==> src/csem_pkg.sv <==
// Shared types and constants for the counting semaphore block.
`default_nettype none
package csem_pkg;

  localparam int CMD_W    = 3;
  localparam int TID_W    = 8;
  localparam int LEVEL_W  = 16;
  localparam int STATUS_W = 3;

  typedef enum logic [CMD_W-1:0] {
    CMD_INIT    = 3'd0,
    CMD_PEND    = 3'd1,
    CMD_POST    = 3'd2,
    CMD_TRY     = 3'd3,
    CMD_DESTROY = 3'd4
  } cmd_t;

  localparam logic [STATUS_W-1:0] ST_OK       = 3'd0;
  localparam logic [STATUS_W-1:0] ST_BLOCKED  = 3'd1;
  localparam logic [STATUS_W-1:0] ST_LOCKED   = 3'd2;
  localparam logic [STATUS_W-1:0] ST_UNINIT   = 3'd3;
  localparam logic [STATUS_W-1:0] ST_FULL     = 3'd4;
  localparam logic [STATUS_W-1:0] ST_RELEASED = 3'd5;

  localparam logic signed [LEVEL_W-1:0] LEVEL_MAX = 16'sh7FFF;

  // Classified request handed from the front to the back.
  typedef struct packed {
    cmd_t             cmd;
    logic [TID_W-1:0] thread_id;
  } req_t;

  // One result item.
  typedef struct packed {
    logic                      last;
    logic signed [LEVEL_W-1:0] level_value;
    logic [TID_W-1:0]          woken_thread;
    logic                      woken_valid;
    logic [STATUS_W-1:0]       status;
  } result_t;

  typedef enum logic [3:0] {
    S_IDLE     = 4'b0001,
    S_WAKE     = 4'b0010,
    S_DRAIN    = 4'b0100,
    S_DRAIN_RD = 4'b1000
  } back_state_t;

endpackage
`default_nettype wire

==> src/csem_ram.sv <==
// Generic single-write, single-read RAM with registered read data.
`default_nettype none
module csem_ram #(
  parameter int WIDTH = 8,
  parameter int DEPTH = 16,
  parameter int AW    = (DEPTH > 1) ? $clog2(DEPTH) : 1
) (
  input  wire logic             clk,
  input  wire logic             we,
  input  wire logic [AW-1:0]    waddr,
  input  wire logic [WIDTH-1:0] wdata,
  input  wire logic [AW-1:0]    raddr,
  output logic      [WIDTH-1:0] rdata
);

  logic [WIDTH-1:0] mem [DEPTH];

  always_ff @(posedge clk) begin
    if (we) begin
      mem[waddr] <= wdata;
    end
    rdata <= mem[raddr];
  end

endmodule
`default_nettype wire

==> src/csem_front.sv <==
// Front end: accept requests, drop undefined commands, buffer in a two-entry queue.
`default_nettype none
module csem_front (
  input  wire logic                  clk,
  input  wire logic                  rst,
  input  wire logic                  in_valid,
  output logic                       in_ready,
  input  wire logic [csem_pkg::CMD_W-1:0] in_cmd,
  input  wire logic [csem_pkg::TID_W-1:0] in_tid,
  output logic                       req_valid,
  input  wire logic                  req_ready,
  output csem_pkg::req_t             req
);
  import csem_pkg::*;

  req_t       slots [2];
  logic       wr_ptr;
  logic       rd_ptr;
  logic [1:0] count;
  logic       push;
  logic       pop;
  logic       known;

  always_comb begin
    case (in_cmd)
      CMD_INIT, CMD_PEND, CMD_POST, CMD_TRY, CMD_DESTROY: known = 1'b1;
      default: known = 1'b0;
    endcase
  end

  assign in_ready  = (count != 2'd2);
  assign push      = in_valid && in_ready && known;
  assign req_valid = (count != 2'd0);
  assign pop       = req_valid && req_ready;
  assign req       = slots[rd_ptr];

  always_ff @(posedge clk) begin
    if (push) begin
      slots[wr_ptr] <= '{cmd: cmd_t'(in_cmd), thread_id: in_tid};
    end
  end

  always_ff @(posedge clk) begin
    if (rst) begin
      wr_ptr <= 1'b0;
      rd_ptr <= 1'b0;
      count  <= 2'd0;
    end else begin
      if (push) begin
        wr_ptr <= ~wr_ptr;
      end
      if (pop) begin
        rd_ptr <= ~rd_ptr;
      end
      case ({push, pop})
        2'b10:   count <= count + 2'd1;
        2'b01:   count <= count - 2'd1;
        default: count <= count;
      endcase
    end
  end

endmodule
`default_nettype wire

==> src/csem_back.sv <==
// Back end: semaphore state, wait queue, command execution and result register.
`default_nettype none
module csem_back #(
  parameter int QUEUE_DEPTH = 16
) (
  input  wire logic                          clk,
  input  wire logic                          rst,
  input  wire logic signed [csem_pkg::LEVEL_W-1:0] initial_level,
  input  wire logic                          req_valid,
  output logic                               req_ready,
  input  wire csem_pkg::req_t                req,
  output logic                               res_valid,
  input  wire logic                          res_ready,
  output csem_pkg::result_t                  res
);
  import csem_pkg::*;

  localparam int PTR_W = (QUEUE_DEPTH > 1) ? $clog2(QUEUE_DEPTH) : 1;
  localparam int CNT_W = $clog2(QUEUE_DEPTH + 1);
  localparam logic [PTR_W-1:0] PTR_LAST = PTR_W'(QUEUE_DEPTH - 1);
  localparam logic [PTR_W-1:0] PTR_ONE  = PTR_W'(1);
  localparam logic [CNT_W-1:0] CNT_FULL = CNT_W'(QUEUE_DEPTH);
  localparam logic [CNT_W-1:0] CNT_ONE  = CNT_W'(1);

  back_state_t               state, state_next;
  logic signed [LEVEL_W-1:0] level, level_next;
  logic                      initialized, initialized_next;
  logic [PTR_W-1:0]          head, head_next;
  logic [PTR_W-1:0]          tail, tail_next;
  logic [CNT_W-1:0]          count, count_next;
  logic                      emit;
  result_t                   item;
  logic                      out_space;
  logic                      we;
  logic [TID_W-1:0]          rd_data;
  logic signed [LEVEL_W-1:0] level_inc;
  logic                      level_pos;

  assign out_space = !res_valid || res_ready;
  assign req_ready = (state == S_IDLE) && out_space;
  assign level_pos = !level[LEVEL_W-1] && (level != '0);
  assign level_inc = (level == LEVEL_MAX) ? level : level + 16'sd1;

  csem_ram #(
    .WIDTH (TID_W),
    .DEPTH (QUEUE_DEPTH),
    .AW    (PTR_W)
  ) u_queue (
    .clk   (clk),
    .we    (we),
    .waddr (tail),
    .wdata (req.thread_id),
    .raddr (head),
    .rdata (rd_data)
  );

  always_comb begin
    state_next       = state;
    level_next       = level;
    initialized_next = initialized;
    head_next        = head;
    tail_next        = tail;
    count_next       = count;
    emit             = 1'b0;
    we               = 1'b0;
    item             = '{last: 1'b1, level_value: '0, woken_thread: '0,
                         woken_valid: 1'b0, status: ST_OK};
    case (state)
      S_IDLE: begin
        if (req_valid && out_space) begin
          if (req.cmd == CMD_INIT) begin
            level_next       = initial_level;
            head_next        = '0;
            tail_next        = '0;
            count_next       = '0;
            initialized_next = 1'b1;
            emit             = 1'b1;
          end else if (!initialized) begin
            item.status = ST_UNINIT;
            emit        = 1'b1;
          end else begin
            case (req.cmd)
              CMD_PEND: begin
                emit = 1'b1;
                if (level_pos) begin
                  level_next = level - 16'sd1;
                end else if (count >= CNT_FULL) begin
                  item.status = ST_FULL;
                end else begin
                  we          = 1'b1;
                  tail_next   = (tail == PTR_LAST) ? '0 : tail + PTR_ONE;
                  count_next  = count + CNT_ONE;
                  item.status = ST_BLOCKED;
                end
              end
              CMD_POST: begin
                level_next = level_inc;
                if (!level_inc[LEVEL_W-1] && (level_inc != '0) && (count != '0)) begin
                  state_next = S_WAKE;
                end else begin
                  emit = 1'b1;
                end
              end
              CMD_TRY: begin
                emit = 1'b1;
                if (level_pos) begin
                  level_next       = level - 16'sd1;
                  item.level_value = level - 16'sd1;
                end else begin
                  item.status      = ST_LOCKED;
                  item.level_value = level;
                end
              end
              CMD_DESTROY: begin
                initialized_next = 1'b0;
                if (count == '0) begin
                  head_next = '0;
                  tail_next = '0;
                  emit      = 1'b1;
                end else begin
                  state_next = S_DRAIN;
                end
              end
              default: begin
              end
            endcase
          end
        end
      end
      S_WAKE: begin
        if (out_space) begin
          emit              = 1'b1;
          item.woken_valid  = 1'b1;
          item.woken_thread = rd_data;
          level_next        = level - 16'sd1;
          head_next         = (head == PTR_LAST) ? '0 : head + PTR_ONE;
          count_next        = count - CNT_ONE;
          state_next        = S_IDLE;
        end
      end
      S_DRAIN: begin
        if (out_space) begin
          emit              = 1'b1;
          item.status       = ST_RELEASED;
          item.woken_valid  = 1'b1;
          item.woken_thread = rd_data;
          item.last         = (count == CNT_ONE);
          count_next        = count - CNT_ONE;
          if (count == CNT_ONE) begin
            head_next  = '0;
            tail_next  = '0;
            state_next = S_IDLE;
          end else begin
            head_next  = (head == PTR_LAST) ? '0 : head + PTR_ONE;
            state_next = S_DRAIN_RD;
          end
        end
      end
      S_DRAIN_RD: begin
        state_next = S_DRAIN;
      end
      default: begin
        state_next = S_IDLE;
      end
    endcase
  end

  always_ff @(posedge clk) begin
    if (rst) begin
      state       <= S_IDLE;
      level       <= '0;
      initialized <= 1'b0;
      head        <= '0;
      tail        <= '0;
      count       <= '0;
      res_valid   <= 1'b0;
    end else begin
      state       <= state_next;
      level       <= level_next;
      initialized <= initialized_next;
      head        <= head_next;
      tail        <= tail_next;
      count       <= count_next;
      if (emit) begin
        res_valid <= 1'b1;
      end else if (res_ready) begin
        res_valid <= 1'b0;
      end
    end
  end

  always_ff @(posedge clk) begin
    if (emit) begin
      res <= item;
    end
  end

endmodule
`default_nettype wire

==> src/counting_semaphore_fifo_waiters_top.sv <==
// Top level of the counting semaphore with a FIFO of waiting threads.
//
//  channel  | direction | payload
//  ---------+-----------+-------------------------------------------------
//  s_axis   | in        | tdata: command[2:0], thread_id[10:3], zero pad
//  m_axis   | out       | tdata: woken_thread, level_value; tuser: status,
//           |           | woken_valid; tlast: last result of a request
//  cfg      | in        | data: initial_level
//
// Init, pend, try-pend and a post that wakes nobody are answered from the back end's idle state;
// a post that wakes a waiter is answered from the wake state, after the wait-queue RAM read.
// Destroy answers from idle with an empty queue, else drains with one RAM read per waiter.
// Reset clears level, flag and queue pointers; queue contents need no clearing.
// A two-entry request queue lets the input run ahead while the output stalls.
`default_nettype none
module counting_semaphore_fifo_waiters_top #(
  parameter int QUEUE_DEPTH = 16
) (
  input  wire logic        clk,
  input  wire logic        rst,
  input  wire logic        s_axis_tvalid,
  output logic             s_axis_tready,
  input  wire logic [15:0] s_axis_tdata,   // command[2:0], thread_id[10:3], zeros[15:11]
  output logic             m_axis_tvalid,
  input  wire logic        m_axis_tready,
  output logic [23:0]      m_axis_tdata,   // woken_thread[7:0], level_value[23:8]
  output logic [3:0]       m_axis_tuser,   // status[2:0], woken_valid[3]
  output logic             m_axis_tlast,
  input  wire logic        cfg_valid,
  output logic             cfg_ready,
  input  wire logic [15:0] cfg_data        // initial_level
);
  import csem_pkg::*;

  logic signed [LEVEL_W-1:0] initial_level;
  logic                      req_valid;
  logic                      req_ready;
  req_t                      req;
  result_t                   res;

  assign cfg_ready = 1'b1;

  always_ff @(posedge clk) begin
    if (rst) begin
      initial_level <= '0;
    end else if (cfg_valid && cfg_ready) begin
      initial_level <= cfg_data;
    end
  end

  csem_front u_front (
    .clk       (clk),
    .rst       (rst),
    .in_valid  (s_axis_tvalid),
    .in_ready  (s_axis_tready),
    .in_cmd    (s_axis_tdata[2:0]),
    .in_tid    (s_axis_tdata[10:3]),
    .req_valid (req_valid),
    .req_ready (req_ready),
    .req       (req)
  );

  csem_back #(
    .QUEUE_DEPTH (QUEUE_DEPTH)
  ) u_back (
    .clk           (clk),
    .rst           (rst),
    .initial_level (initial_level),
    .req_valid     (req_valid),
    .req_ready     (req_ready),
    .req           (req),
    .res_valid     (m_axis_tvalid),
    .res_ready     (m_axis_tready),
    .res           (res)
  );

  assign m_axis_tdata = {res.level_value, res.woken_thread};
  assign m_axis_tuser = {res.woken_valid, res.status};
  assign m_axis_tlast = res.last;

endmodule
`default_nettype wire
==> config.mk <==
export PLATFORM = sky130hd
export DESIGN_NAME = counting_semaphore_fifo_waiters_top
export DESIGN_NICKNAME = d
export VERILOG_FILES = /design/src/csem_pkg.sv /design/src/csem_ram.sv /design/src/csem_front.sv /design/src/csem_back.sv /design/src/counting_semaphore_fifo_waiters_top.sv
export SDC_FILE = /design/constraint.sdc
export NUM_CORES = 1
export LEC_CHECK = 0
export BUFFER_PORTS_ARGS = -buffer_cell sky130_fd_sc_hd__buf_2
export CAP_MARGIN = 20
export CORE_UTILIZATION = 39
export CTS_BUF_LIST = sky130_fd_sc_hd__clkbuf_4
export DETAILED_ROUTE_END_ITERATION = 16
export HOLD_SLACK_MARGIN = 0.05
export PLACE_DENSITY = 0.52
export SETUP_SLACK_MARGIN = 0.4
export SYNTH_ARGS = -nofsm -noshare
export SYNTH_HDL_FRONTEND = slang
export SYNTH_SLANG_ARGS = --single-unit
==> constraint.sdc <==
create_clock -name clk -period 4.7 [get_ports clk]
set_clock_uncertainty 0.05 [all_clocks]
set_input_delay 1.41 -clock clk [delete_from_list [all_inputs] [get_ports clk]]
set_output_delay 1.41 -clock clk [all_outputs]
set_load 0.005 [all_outputs]
==> flow_metrics.py <==
metrics = {
    "flow_run": {
        "cap_violations": 0,
    },
    "yosys": {
        "synthFlopType": "edfxtp_1",
        "yosysSeqAreaShare": 0.5740,
        "async_reset_ff_frac": 0,
        "ys_ff_latch": 243,
        "syn_nets": 983,
        "ys.warnings.count": 0,
        "yosysUniqueCellTypes": 78,
        "netlist_instances": 935,
        "synth-edff-count": 179,
        "synth.avg_cell_area_sq_um": 12.40,
        "netlist_area_sq_um": 11600,
    },
    "clocking": {
        "cts_tree": "built",
        "cts_hold_buf": 0,
        "cts_max_path_buffers": 3,
        "clk_pin_slew_worst_paths_ns": 0.07,
        "clk_latency_ns": 0.70,
        "htreeDepth": 3,
        "cts.sinks": 243,
        "cts_buffers": 67,
        "post_cts_resized": 0,
        "root_buffer": "clkbuf_4",
        "post-cts-setup-buffer-count": 0,
    },
    "timing": {
        "slew_headroom": 0.3012,
        "setup_viol": 0,
        "min_period_over_period": 0.8170,
        "worst_pin_slew_ns": 1.044,
        "fmax_mhz": 260.4,
        "finalSetupTns_ns": 0,
        "rsz0062_at_grt": "no",
        "fin_crit_ns": 3.840,
        "finalMaxSlewViolations": 0,
        "hold_violations": 0,
    },
    "worst_setup_path": {
        "r2r_cells": 9,
        "crit_fanout": 27,
        "r2r-end": "u_back.res[11]$_SDFFCE_PN0P_",
        "critPathCaptureType": "flop",
        "r2r-start": "u_back.level[0]$_SDFFE_PP0P_",
        "slowest_delay_ns": 0.62,
        "worst_path_max_delay_cell": "dfxtp_1",
        "crit_chain": "ha_1 > nand4_1 > nor4_1 > mux2i_1 > nand3_1 > nor3_1 > buf_4 > o31a_1 > buf_4",
        "worstPathRequired_ns": 4.94,
        "cpMostUsedCell": "buf_4",
        "r2r_slack_ns": 0.86,
        "arrival_ns": 4.08,
        "critPathKind": "flop to flop",
        "worstSetupStartpointType": "flop",
    },
    "power": {
        "p_total_w": 0.006008,
        "power_leakage_nw": 4.589,
        "powerDensity_nw_per_um2": 454.8,
        "peakVddDrop_mv": 0.2663,
    },
    "placed_design": {
        "routabilityCongestion": 0.8510,
        "dp.final_hpwl_mm": 19.02,
        "port_buffers": 62,
    },
    "die": {
        "die_h_um": 174.4,
        "pin_count": 69,
        "fp.dieW_um": 174.4,
        "start_util": 0.3997,
        "coreArea_sq_um": 29010,
        "die_area_sq_um": 30430,
        "num_rows": 62,
    },
    "drt": {
        "drc_errors": 0,
        "ant_nets": 0,
        "wl_per_cell_um": 19.70,
        "vias_per_cell": 5.571,
        "initialDrtViolationCount": 954,
        "firstDrtPassIters": 5,
        "wirelength_mm": 28.76,
        "dr_total_vias": 8133,
    },
    "grt": {
        "grt_pass1_vias": 7824,
        "met1_usage": 0.2909,
        "grt_use_met2": 0.2699,
        "grtUsageTotal": 0.1943,
        "grt_start_max_net_pins": 51,
        "overflow": 0,
        "antenna_found_initial": 4,
        "grt_pass1_wl_mm": 45.38,
        "gr-max-usage-layer": "met1",
        "grt_util_met3": 0.04681,
    },
    "worst_hold_path": {
        "hp-class": "flop to flop",
        "min_from": "u_front.rd_ptr$_SDFFE_PP0P_",
        "whs_path_depth": 2,
    },
    "cells_and_area": {
        "n_fill_cell": 2790,
        "layout_commonest_cell": "edfxtp_1",
        "layout-drive-gt1-share": 0.2570,
        "regArea_sq_um": 6658,
        "nets": 1071,
        "multi_input_area_sq_um": 4557,
        "area_growth_pct": 13.92,
        "layout_common_cells": "edfxtp_1 (179), clkbuf_4 (99), nor2_1 (90)",
    },
    "run_status": {
        "status": "finished clean",
    },
}
-- worst max-delay path, delay by kind of cell, from the launching register on --
kind                       cells  cell delay [ns]
AOI/OAI and AO/OA              1             0.21
adders and majority gates      1             0.38
buffers and inverters          2             0.56
DFF                            1             0.62
muxes                          1             0.32
and+or+nand+nor                4             1.28
-- per-stage QoR --
step	setup slack (ns)	hold slack, ns	cells	utilization	cell area, sq um
finish	0.8602	0.4531	1460	0.4553	13210
detailed placement	0.8109	0.4417	1337	0.4247	12320
CTS	0.8998	0.4531	1457	0.4548	13190
floorplan	1.190	0.4100	935	-	11600
global placement	0.8719	0.4333	1337	0.4247	12320
global route	0.6012	0.4723	1460	0.4553	13210
-- final cells by class --
cell class | count | area share
Sequential cell | 243 | 0.5040
Multi-Input combinational cell | 595 | 0.3450
Clock buffer | 99 | 0.05626
Timing Repair Buffer | 94 | 0.04196
Tap cell | 384 | 0.03637
Clock inverter | 21 | 0.009850
Inverter | 22 | 0.006251
Antenna cell | 2 | 0.0003789
-- synth_stat cells, types with 4 or more instances --
cell type / instances / area share
a21o_1: 4 / 0.0026
mux4_2: 40 / 0.078
a221oi_1: 5 / 0.0038
buf_2: 8 / 0.0035
o21ai_0: 35 / 0.015
nor4_1: 10 / 0.0054
clkbuf_1: 50 / 0.016
and4_1: 4 / 0.0030
and2_1: 5 / 0.0027
nor3_1: 35 / 0.015
xor2_1: 6 / 0.0045
nor2_1: 90 / 0.029
o211a_1: 4 / 0.0035
a31oi_1: 15 / 0.0081
nand2_1: 43 / 0.014
nor4b_1: 5 / 0.0038
edfxtp_1: 179 / 0.46
o2111ai_1: 5 / 0.0038
inv_1: 21 / 0.0068
dfxtp_1: 64 / 0.11
nor3b_1: 4 / 0.0026
or4_1: 8 / 0.0052
mux2i_1: 30 / 0.026
buf_1: 14 / 0.0045
nand3_1: 30 / 0.013
nand2b_1: 9 / 0.0049
or2_2: 4 / 0.0022
ha_1: 11 / 0.012
mux2_2: 11 / 0.011
a211oi_1: 9 / 0.0058
a21oi_1: 30 / 0.013
nand4_1: 11 / 0.0059
or3_1: 10 / 0.0054
and3_1: 14 / 0.0076
a311oi_1: 6 / 0.0045
xnor2_1: 17 / 0.013
o221ai_1: 5 / 0.0038
o211ai_1: 10 / 0.0065
o32ai_1: 8 / 0.0060
-- layer usage --
layer / part of all wire / up-vias
li1: - / 3850
met1: 0.48 / 3918
met2: 0.42 / 316
met3: 0.075 / 49
met4: 0.020 / 0
met5: 0 / -
-- cell families after synthesis --
group | synth area share
DFF | 0.5740
xor gates and xnor gates | 0.01737
adders and majority gates | 0.01187
buffers and inverters | 0.03388
AOI/OAI and AO/OA | 0.1081
muxes | 0.1143
and+or+nand+nor | 0.1402
other | 0.0003234
-- sequential cells by signal, summed over array words and instances (netlist names), named ones only --
name and count:
u_back.u_queue.mem 128, u_back.res 29, u_front.slots 22, initial_level 16, u_back.level 16, u_back.u_queue.rdata 8, u_back.count 5, u_back.head 4
u_back.state 4, u_back.tail 4, u_front.count 2, u_back.res_valid 1, u_front.rd_ptr 1, u_front.wr_ptr 1
-- worst max-delay path by stage --
stage                                             from                             endpoint  slack (ns)
after floorplan                          m_axis_tready   u_back.u_queue.mem[1][0]$_DFFE_PP_        1.19
after global placement                   m_axis_tready   u_back.u_queue.mem[9][6]$_DFFE_PP_        0.87
after detailed placement                 m_axis_tready  u_back.u_queue.mem[10][5]$_DFFE_PP_        0.81
after CTS                 u_back.level[0]$_SDFFE_PP0P_         u_back.res[11]$_SDFFCE_PN0P_        0.90
after global routing      u_back.level[0]$_SDFFE_PP0P_         u_back.res[11]$_SDFFCE_PN0P_        0.60
final                     u_back.level[0]$_SDFFE_PP0P_         u_back.res[11]$_SDFFCE_PN0P_        0.86
-- power breakdown --
| part | internal [W] | switching (W) |
|---|---|---|
| combinational | 0.000493 | 0.000905 |
| sequential | 0.00257 | 0.000119 |
| clock | 0.00103 | 0.000889 |
| total | 0.00410 | 0.00191 |
Note: power is estimated with default switching activity, not from simulation.
